### config.mk
export PLATFORM = sky130hd
export DESIGN_NAME = utf8_stream_decoder
export DESIGN_NICKNAME = d
export VERILOG_FILES = /design/src/rtl/core/utf8sd_pkg.sv /design/src/rtl/core/utf8sd_front.sv /design/src/rtl/core/utf8sd_queue.sv /design/src/rtl/core/utf8sd_back.sv /design/src/rtl/core/utf8_stream_decoder.sv
export VERILOG_INCLUDE_DIRS = /design/src /design/src/rtl/core
export SDC_FILE = /design/constraint.sdc
export NUM_CORES = 1
export LEC_CHECK = 0
export BUFFER_PORTS_ARGS = -buffer_cell sky130_fd_sc_hd__buf_2
export CORE_MARGIN = 5
export CORE_UTILIZATION = 60
export DETAILED_ROUTE_END_ITERATION = 10
export PLACE_DENSITY = 0.86
export SLEW_MARGIN = 20
export SYNTH_ARGS = -nofsm -noshare
export SYNTH_HDL_FRONTEND = slang
export SYNTH_SLANG_ARGS = --single-unit
### constraint.sdc
create_clock -name clock -period 3.8 [get_ports clock]
set_input_delay 0.76 -clock clock [delete_from_list [all_inputs] [get_ports clock]]
set_output_delay 0.76 -clock clock [all_outputs]
set_load 0.05 [all_outputs]
### src/rtl/core/utf8_stream_decoder_assert.svh
// Assertion macros used by the top level of the UTF-8 stream decoder.
`ifndef UTF8_STREAM_DECODER_ASSERT_SVH
`define UTF8_STREAM_DECODER_ASSERT_SVH

// Same-cycle implication, disabled while reset is high.
`define UTF8SD_ASSERT_NOW(label, clk, rst, ante, cons, msg) \
   label: assert property (@(posedge clk) disable iff (rst) (ante) |-> (cons)) \
      else $error(msg);

// Next-cycle implication, disabled while reset is high.
`define UTF8SD_ASSERT_NEXT(label, clk, rst, ante, cons, msg) \
   label: assert property (@(posedge clk) disable iff (rst) (ante) |=> (cons)) \
      else $error(msg);

`endif

### src/rtl/core/utf8sd_pkg.sv
// Shared types, codes and constants for the UTF-8 stream decoder.
package utf8sd_pkg;

   localparam int unsigned QueueDepth = 4;
   localparam int unsigned CpWidth    = 21;

   // Result status codes
   typedef enum logic [1:0] {
      STATUS_VALID    = 2'd0,
      STATUS_REPORTED = 2'd1,
      STATUS_REPLACED = 2'd2
   } status_type;

   // Error handling modes; the unused fourth code drops like MODE_DROP
   typedef enum logic [1:0] {
      MODE_REPORT  = 2'd0,
      MODE_REPLACE = 2'd1,
      MODE_DROP    = 2'd2
   } err_mode_type;

   localparam logic [CpWidth-1:0] REPLACEMENT_CP = 21'h00FFFD;

   // One decoded event: a code point or a malformed sequence
   typedef struct packed {
      logic               bad;
      logic [CpWidth-1:0] cp;
   } event_type;

   // Front end to queue
   typedef struct packed {
      logic      push;
      event_type ev;
   } front_out_type;

   // Queue status toward front and back
   typedef struct packed {
      logic full;
      logic empty;
   } queue_status_type;

   function automatic logic is_tail(input logic [7:0] v);
      return (v >= 8'h80) && (v <= 8'hBF);
   endfunction

endpackage

### src/rtl/core/utf8sd_front.sv
// Front end: takes bytes, tracks the sequence and assembles decoded events.
module utf8sd_front (
   input  logic                      clock,
   input  logic                      reset,
   input  logic                      req_tvalid,
   output logic                      req_tready,
   input  logic [7:0]                req_tdata,   // [7:0] byte_in
   input  utf8sd_pkg::queue_status_type q_status,
   output utf8sd_pkg::front_out_type    front_out
);
   import utf8sd_pkg::*;

   logic [7:0] lead_ff, lead_in;
   logic [7:0] second_ff, second_in;
   logic [7:0] third_ff, third_in;
   logic [1:0] need_ff, need_in;
   logic [1:0] seen_ff, seen_in;

   logic       accept;
   logic [7:0] b;
   logic [2:0] seen_next;
   logic       ok3_rng;
   logic       ok4_rng;
   logic [CpWidth-1:0] cp2, cp3, cp4;

   assign req_tready = !q_status.full;
   assign accept     = req_tvalid && req_tready;
   assign b          = req_tdata;
   assign seen_next  = {1'b0, seen_ff} + 3'd1;

   // Well-formed ranges of the second byte for three- and four-byte forms
   assign ok3_rng = ((lead_ff == 8'hE0) && (second_ff >= 8'hA0) && (second_ff <= 8'hBF)) ||
                    ((lead_ff == 8'hED) && (second_ff >= 8'h80) && (second_ff <= 8'h9F)) ||
                    ((lead_ff >= 8'hE1) && (lead_ff <= 8'hEC) && is_tail(second_ff)) ||
                    (((lead_ff == 8'hEE) || (lead_ff == 8'hEF)) && is_tail(second_ff));
   assign ok4_rng = ((lead_ff == 8'hF0) && (second_ff >= 8'h90) && (second_ff <= 8'hBF)) ||
                    ((lead_ff == 8'hF4) && (second_ff >= 8'h80) && (second_ff <= 8'h8F)) ||
                    ((lead_ff >= 8'hF1) && (lead_ff <= 8'hF3) && is_tail(second_ff));

   // Assemble code points for each sequence length
   assign cp2 = {10'd0, lead_ff[4:0], b[5:0]};
   assign cp3 = {5'd0, lead_ff[3:0], second_ff[5:0], b[5:0]};
   assign cp4 = {lead_ff[2:0], second_ff[5:0], third_ff[5:0], b[5:0]};

   // Classify the word and step the sequence tracker
   always_comb begin
      lead_in   = lead_ff;
      second_in = second_ff;
      third_in  = third_ff;
      need_in   = need_ff;
      seen_in   = seen_ff;
      front_out = '0;
      if (need_ff == 2'd0) begin
         priority if (b < 8'h80) begin
            front_out.push   = 1'b1;
            front_out.ev.cp  = {13'd0, b};
         end else if ((b >= 8'hC2) && (b <= 8'hDF)) begin
            need_in = 2'd1;
            lead_in = b;
            seen_in = 2'd0;
         end else if ((b >= 8'hE0) && (b <= 8'hEF)) begin
            need_in = 2'd2;
            lead_in = b;
            seen_in = 2'd0;
         end else if ((b >= 8'hF0) && (b <= 8'hF4)) begin
            need_in = 2'd3;
            lead_in = b;
            seen_in = 2'd0;
         end else begin
            front_out.push   = 1'b1;
            front_out.ev.bad = 1'b1;
         end
      end else if (seen_next >= {1'b0, need_ff}) begin
         // Last byte gathered: check the whole sequence
         front_out.push = 1'b1;
         unique case (need_ff)
            2'd1: begin
               front_out.ev.bad = !is_tail(b);
               front_out.ev.cp  = cp2;
            end
            2'd2: begin
               front_out.ev.bad = !(is_tail(b) && ok3_rng);
               front_out.ev.cp  = cp3;
            end
            default: begin
               front_out.ev.bad = !(is_tail(third_ff) && is_tail(b) && ok4_rng);
               front_out.ev.cp  = cp4;
            end
         endcase
         if (front_out.ev.bad) begin
            front_out.ev.cp = '0;
         end
         need_in = 2'd0;
         seen_in = 2'd0;
      end else begin
         if (seen_ff == 2'd0) begin
            second_in = b;
         end else begin
            third_in = b;
         end
         seen_in = seen_next[1:0];
      end
      if (!accept) begin
         front_out.push = 1'b0;
      end
   end

   // Hold sequence state, advance on each accepted word
   always_ff @(posedge clock) begin
      if (reset) begin
         need_ff <= 2'd0;
         seen_ff <= 2'd0;
      end else if (accept) begin
         need_ff <= need_in;
         seen_ff <= seen_in;
      end
   end

   always_ff @(posedge clock) begin
      if (accept) begin
         lead_ff   <= lead_in;
         second_ff <= second_in;
         third_ff  <= third_in;
      end
   end

endmodule

### src/rtl/core/utf8sd_queue.sv
// Short first-in first-out queue of decoded events between front and back.
module utf8sd_queue #(
   parameter int unsigned Depth = utf8sd_pkg::QueueDepth
) (
   input  logic                          clock,
   input  logic                          reset,
   input  utf8sd_pkg::front_out_type     front_out,
   input  logic                          pop,
   output utf8sd_pkg::event_type         head,
   output utf8sd_pkg::queue_status_type  q_status
);
   import utf8sd_pkg::*;

   localparam int unsigned PtrWidth = (Depth > 1) ? $clog2(Depth) : 1;
   localparam int unsigned CntWidth = $clog2(Depth + 1);

   event_type           mem_ff [Depth];
   logic [PtrWidth-1:0] wr_ptr_ff, wr_ptr_in;
   logic [PtrWidth-1:0] rd_ptr_ff, rd_ptr_in;
   logic [CntWidth-1:0] count_ff, count_in;
   logic                do_push;
   logic                do_pop;

   assign q_status.full  = (count_ff == CntWidth'(Depth));
   assign q_status.empty = (count_ff == '0);
   assign do_push        = front_out.push && !q_status.full;
   assign do_pop         = pop && !q_status.empty;
   assign head           = mem_ff[rd_ptr_ff];

   // Advance pointers with wrap and track fill level
   always_comb begin
      wr_ptr_in = wr_ptr_ff;
      rd_ptr_in = rd_ptr_ff;
      count_in  = count_ff;
      if (do_push) begin
         wr_ptr_in = (wr_ptr_ff == PtrWidth'(Depth - 1)) ? '0 : wr_ptr_ff + 1'b1;
      end
      if (do_pop) begin
         rd_ptr_in = (rd_ptr_ff == PtrWidth'(Depth - 1)) ? '0 : rd_ptr_ff + 1'b1;
      end
      if (do_push && !do_pop) begin
         count_in = count_ff + 1'b1;
      end else if (do_pop && !do_push) begin
         count_in = count_ff - 1'b1;
      end
   end

   always_ff @(posedge clock) begin
      if (reset) begin
         wr_ptr_ff <= '0;
         rd_ptr_ff <= '0;
         count_ff  <= '0;
      end else begin
         wr_ptr_ff <= wr_ptr_in;
         rd_ptr_ff <= rd_ptr_in;
         count_ff  <= count_in;
      end
   end

   // Store the pushed event
   always_ff @(posedge clock) begin
      if (do_push) begin
         mem_ff[wr_ptr_ff] <= front_out.ev;
      end
   end

endmodule

### src/rtl/core/utf8sd_back.sv
// Back end: applies the error mode and drives the result output register.
module utf8sd_back (
   input  logic                          clock,
   input  logic                          reset,
   input  logic                          csr_valid,
   output logic                          csr_ready,
   input  logic [1:0]                    csr_data,
   input  utf8sd_pkg::event_type         head,
   input  utf8sd_pkg::queue_status_type  q_status,
   output logic                          pop,
   output logic                          rsp_tvalid,
   input  logic                          rsp_tready,
   output logic [23:0]                   rsp_tdata,   // [20:0] code_point, [23:21] zero
   output logic [1:0]                    rsp_tuser    // [1:0] status
);
   import utf8sd_pkg::*;

   logic [1:0]         mode_ff;
   logic               rsp_valid_ff, rsp_valid_in;
   logic [CpWidth-1:0] rsp_cp_ff, rsp_cp_in;
   status_type         rsp_status_ff, rsp_status_in;
   logic               drop;
   logic               load;

   assign csr_ready = 1'b1;

   // Hold the error mode register
   always_ff @(posedge clock) begin
      if (reset) begin
         mode_ff <= MODE_REPLACE;
      end else if (csr_valid && csr_ready) begin
         mode_ff <= csr_data;
      end
   end

   // Map the head event to a result, or drop it
   always_comb begin
      drop          = 1'b0;
      rsp_cp_in     = head.cp;
      rsp_status_in = STATUS_VALID;
      if (head.bad) begin
         unique case (mode_ff)
            MODE_REPORT: begin
               rsp_cp_in     = '0;
               rsp_status_in = STATUS_REPORTED;
            end
            MODE_REPLACE: begin
               rsp_cp_in     = REPLACEMENT_CP;
               rsp_status_in = STATUS_REPLACED;
            end
            default: begin
               drop = 1'b1;
            end
         endcase
      end
   end

   assign pop  = !q_status.empty && (!rsp_valid_ff || rsp_tready);
   assign load = pop && !drop;

   always_comb begin
      rsp_valid_in = rsp_valid_ff;
      if (load) begin
         rsp_valid_in = 1'b1;
      end else if (rsp_tready) begin
         rsp_valid_in = 1'b0;
      end
   end

   always_ff @(posedge clock) begin
      if (reset) begin
         rsp_valid_ff <= 1'b0;
      end else begin
         rsp_valid_ff <= rsp_valid_in;
      end
   end

   always_ff @(posedge clock) begin
      if (load) begin
         rsp_cp_ff     <= rsp_cp_in;
         rsp_status_ff <= rsp_status_in;
      end
   end

   assign rsp_tvalid = rsp_valid_ff;
   assign rsp_tdata  = {3'd0, rsp_cp_ff};
   assign rsp_tuser  = rsp_status_ff;

endmodule

### src/rtl/core/utf8_stream_decoder.sv
// Top level of the UTF-8 stream decoder.
`include "utf8_stream_decoder_assert.svh"

// UTF-8 stream decoder. Takes one byte per word on req_ and returns decoded
// code points on rsp_, one result per complete sequence and at most one per
// byte. A byte is accepted every cycle while the event queue has room; the
// queue takes one push per cycle, which sets the rate at one byte per clock.
// A result reaches rsp_ through the event queue and then the output register.
// Lead bytes 0x80-0xC1 and 0xF5-0xFF fail at once; a multi-byte sequence is
// always taken to its announced length before it is checked. The csr_ register
// selects what a failure gives: 0 a status 1 result with code point 0, 1 (after
// reset) a status 2 result with 0xFFFD, 2 or 3 no result. Write it only
// while idle.
module utf8_stream_decoder #(
   parameter int unsigned QueueDepth = utf8sd_pkg::QueueDepth
) (
   input  logic        clock,
   input  logic        reset,
   input  logic        req_tvalid,
   output logic        req_tready,
   input  logic [7:0]  req_tdata,   // [7:0] byte_in
   output logic        rsp_tvalid,
   input  logic        rsp_tready,
   output logic [23:0] rsp_tdata,   // [20:0] code_point, [23:21] zero
   output logic [1:0]  rsp_tuser,   // [1:0] status
   input  logic        csr_valid,
   output logic        csr_ready,
   input  logic [1:0]  csr_data     // [1:0] error_mode
);
   import utf8sd_pkg::*;

   front_out_type    front_out;
   queue_status_type q_status;
   event_type        head;
   logic             pop;

   utf8sd_front u_front (
      .clock      (clock),
      .reset      (reset),
      .req_tvalid (req_tvalid),
      .req_tready (req_tready),
      .req_tdata  (req_tdata),
      .q_status   (q_status),
      .front_out  (front_out)
   );

   utf8sd_queue #(
      .Depth (QueueDepth)
   ) u_queue (
      .clock     (clock),
      .reset     (reset),
      .front_out (front_out),
      .pop       (pop),
      .head      (head),
      .q_status  (q_status)
   );

   utf8sd_back u_back (
      .clock      (clock),
      .reset      (reset),
      .csr_valid  (csr_valid),
      .csr_ready  (csr_ready),
      .csr_data   (csr_data),
      .head       (head),
      .q_status   (q_status),
      .pop        (pop),
      .rsp_tvalid (rsp_tvalid),
      .rsp_tready (rsp_tready),
      .rsp_tdata  (rsp_tdata),
      .rsp_tuser  (rsp_tuser)
   );

   // A full queue must stall the input side
   `UTF8SD_ASSERT_NOW(a_no_push_when_full, clock, reset, q_status.full, !front_out.push && !req_tready, "push into full queue")
   // An idle output register takes the queue head at once
   `UTF8SD_ASSERT_NOW(a_back_drains, clock, reset, !q_status.empty && !rsp_tvalid, pop, "back end left queue waiting")
   // A pushed event leaves the queue non-empty
   `UTF8SD_ASSERT_NEXT(a_push_fills, clock, reset, front_out.push, !q_status.empty, "pushed event lost")

endmodule

==> flow_summary.toml <==
[outcome]
status = "finished clean"

[placement]
dp_cells = 555
preCtsSetupSlack_ns = 0.630
placed_area_um2 = 6550
port_buffers = 39
dpl.hpwl_mm = 7.06
place_congestion = 0.820

[timing]
relSlewSlack_pct = 61.5
final-setup-viol-count = 0
min_period_ns = 3.19
holdWs_ns = 0.439
timing.fmax_mhz = 313
timing.setup.tns_ns = 0
rsz0062_at_grt = "false"
skew_ns = 0.00731
finalCritPeriodShare_pct = 84.0
final_hold_viol_count = 0
tightestPinTransition_ns = 0.572
setup_slack_ns = 0.607
slew_viol_final = 0

[clock_network]
cts.htree.levels = 4
hold_buffers = 0
numClockSinks = 151
post_cts_buffers = 0
insertion_delay_ns = 0.53
clockRootBuffer = "clkbuf_8"
cts_tree = "built"
postCtsResizedCells = 0
path_clk_slew_ns = 0.06
numCtsBuffers = 17
clock_path_buffers = 2

[worst_setup_path]
path_cells = "inv_1 > fa_1 > o31ai_1 > o221a_2 > ha_1 > inv_1 > fa_1 > xor2_1 > or3_1 > a21oi_1"
crit_type = "register to register"
cp.required_ns = 4.26
endpoint_kind = "register"
max_stage_delay_ns = 0.51
path_delay_family = "adder cells"
critical-path-slowest-cell = "o31ai_1"
worstPathArrival_ns = 3.65
start_kind = "register"
crit_buf_inv = 2
critical_path.max_fanout = 8

[global_route]
grt_pass1_vias = 3529
grt_start_max_net_pins = 25
grtUsageMet3_pct = 5.82
grt_usage_pct = 19.5
grt_use_met2_pct = 32.2
busiest_layer = "met2"
grt_pass1_wl_mm = 18.5
use_met1_pct = 24.4
gr-total-overflow = 0
grt_antenna_before_repair = 0

[cells_and_area]
final_cells = 587
layout-drive-gt1-share_pct = 25.3
antenna_cells = 0
final_util_pct = 70.3
area_delta_synth_final_pct = 15.4
final_cell_area_um2 = 7160
multi_input_comb_area_um2 = 1620
nets = 467
fill_cells = 662
regArea_um2 = 4370

[worst_hold_path]
hp-class = "input port to register"

[logic_synthesis]
yosysWarnings = 0
synth_cell_types = 53
dominantRegCellSynth = "edfxtp_1"
seq_area_frac_synth_pct = 70.5
ys_seq_elements = 151
synthCells = 385
syn_area_um2 = 6210
synth_edf_count = 135
async_flop_share_pct = 0
syn_area_per_cell_um2 = 16.1

[drt]
dr.pass1.iters = 5
drtIter0Drc = 168
wl_per_cell_um = 19.5
postRouteAntennaNets = 0
drt_wl_total_mm = 11.4
drc = 0
num_vias = 3425
vias_per_cell = 5.83

[power]
peakVddDrop_uv = 390
power.total_mw = 5.53
power.leakage_nw = 2.59
p_per_area_nw_per_um2 = 772

[die]
chipWidth_um = 112
ios = 44
core_area_um2 = 10200
die_h_um = 112
rows = 37
start_util_pct = 60.9
dieArea_um2 = 12500

[run]
drv_cap = 0
[routing by layer]
| layer | vias up | share of wire (%) |
|---|---|---|
| met3 | 23 | 6.4 |
| met1 | 1686 | 40 |
| met2 | 143 | 51 |
| li1 | 1573 | - |
| met4 | 0 | 2.1 |
| met5 | - | 0 |
[sequential cells by signal, summed over array words and instances (netlist names), named ones only]
signal             cells
u_back.mode_ff         2
u_front.second_ff      8
u_back.rsp_cp_ff      21
u_queue.rd_ptr_ff      2
u_back.rsp_tuser       2
u_front.seen_ff        2
u_back.rsp_tvalid      1
u_front.lead_ff        8
u_front.third_ff       8
u_front.need_ff        2
u_queue.wr_ptr_ff      2
u_queue.count_ff       3
u_queue.mem_ff        88
[where the power goes]
part	total, mW	switching, mW	internal [mW]	leakage (nW)
Combinational	1.57	1.07	0.495	0.867
Clock	1.73	0.656	1.07	0.303
Sequential	2.24	0.0811	2.16	1.42
[final timing paths]
| kind | startpoint | to | slack [ns] | depth (start not counted) |
|---|---|---|---|---|
| hold reg to reg | u_queue.count_ff[2] | u_queue.count_ff[2] | 0.51 | 2 |
| hold / removal | csr_data[0] | u_back.mode_ff[0] | 0.44 | 2 |
| setup / recovery | u_front.seen_ff[0] | u_queue.count_ff[2] | 0.61 | 10 |
| setup reg to reg | u_front.seen_ff[0] | u_queue.count_ff[2] | 0.61 | 10 |
[cell type report]
class	count	area share (%)
Tap cell	136	2.38
Inverter	28	1.47
Timing Repair Buffer	50	3.88
Clock inverter	15	2.80
Sequential cell	151	61.1
Multi-Input combinational cell	190	22.6
Clock buffer	17	5.78
[cells in the mapped netlist, types with 3 or more instances]
master    number  area (um^2)
mux2i_1        4         40.0
clkbuf_1       7         26.3
mux4_2        22          495
o21ai_0       18         90.1
a221oi_1       4         35.0
nand3_1        7         35.0
dfxtp_1       16          320
a21boi_0       5         37.5
nand2_1       13         48.8
a21oi_1       15         75.1
inv_1         28          105
buf_4          4         30.0
o31ai_1        3         22.5
nor2_1        14         52.6
edfxtp_1     135         4050
ha_1          12          150
nor4_1         3         18.8
nor3_1         8         40.0
and2_1        12         75.1
nor2b_1       10         62.6
[cells in the final DEF (no fill, tap or decap), types with 11 or more instances in the layout]
master / Yosys / final
o21ai_0: 18 / 18
ha_1: 12 / 12
buf_2: 2 / 39
edfxtp_1: 135 / 135
a21oi_1: 15 / 14
nor2_1: 14 / 14
dfxtp_1: 16 / 16
mux4_2: 22 / 22
inv_1: 28 / 28
buf_4: 4 / 11
nand2_1: 13 / 13
clkbuf_16: 0 / 16
and2_1: 12 / 12
[cell families after synthesis]
group,after synthesis,synth area share [%]
adders and majority gates,14,3.06
DFF,151,70.5
muxes,26,8.63
other,2,0.121
and+or+nand+nor,82,7.48
buffers and inverters,46,3.61
xor gates and xnor gates,3,0.423
AOI/OAI and AO/OA,61,6.21
[worst register-to-register path: cells and delay by family, from the launching register on]
family	cells	cell delay [ns]
flip-flops	1	0.41
AND/OR/NAND/NOR	1	0.31
AO/OA/AOI/OAI	3	1.02
adder cells (fa/ha/maj)	3	1.05
buffers and inverters	2	0.18
XOR/XNOR	1	0.17
Power figures use the tool's default switching activity.
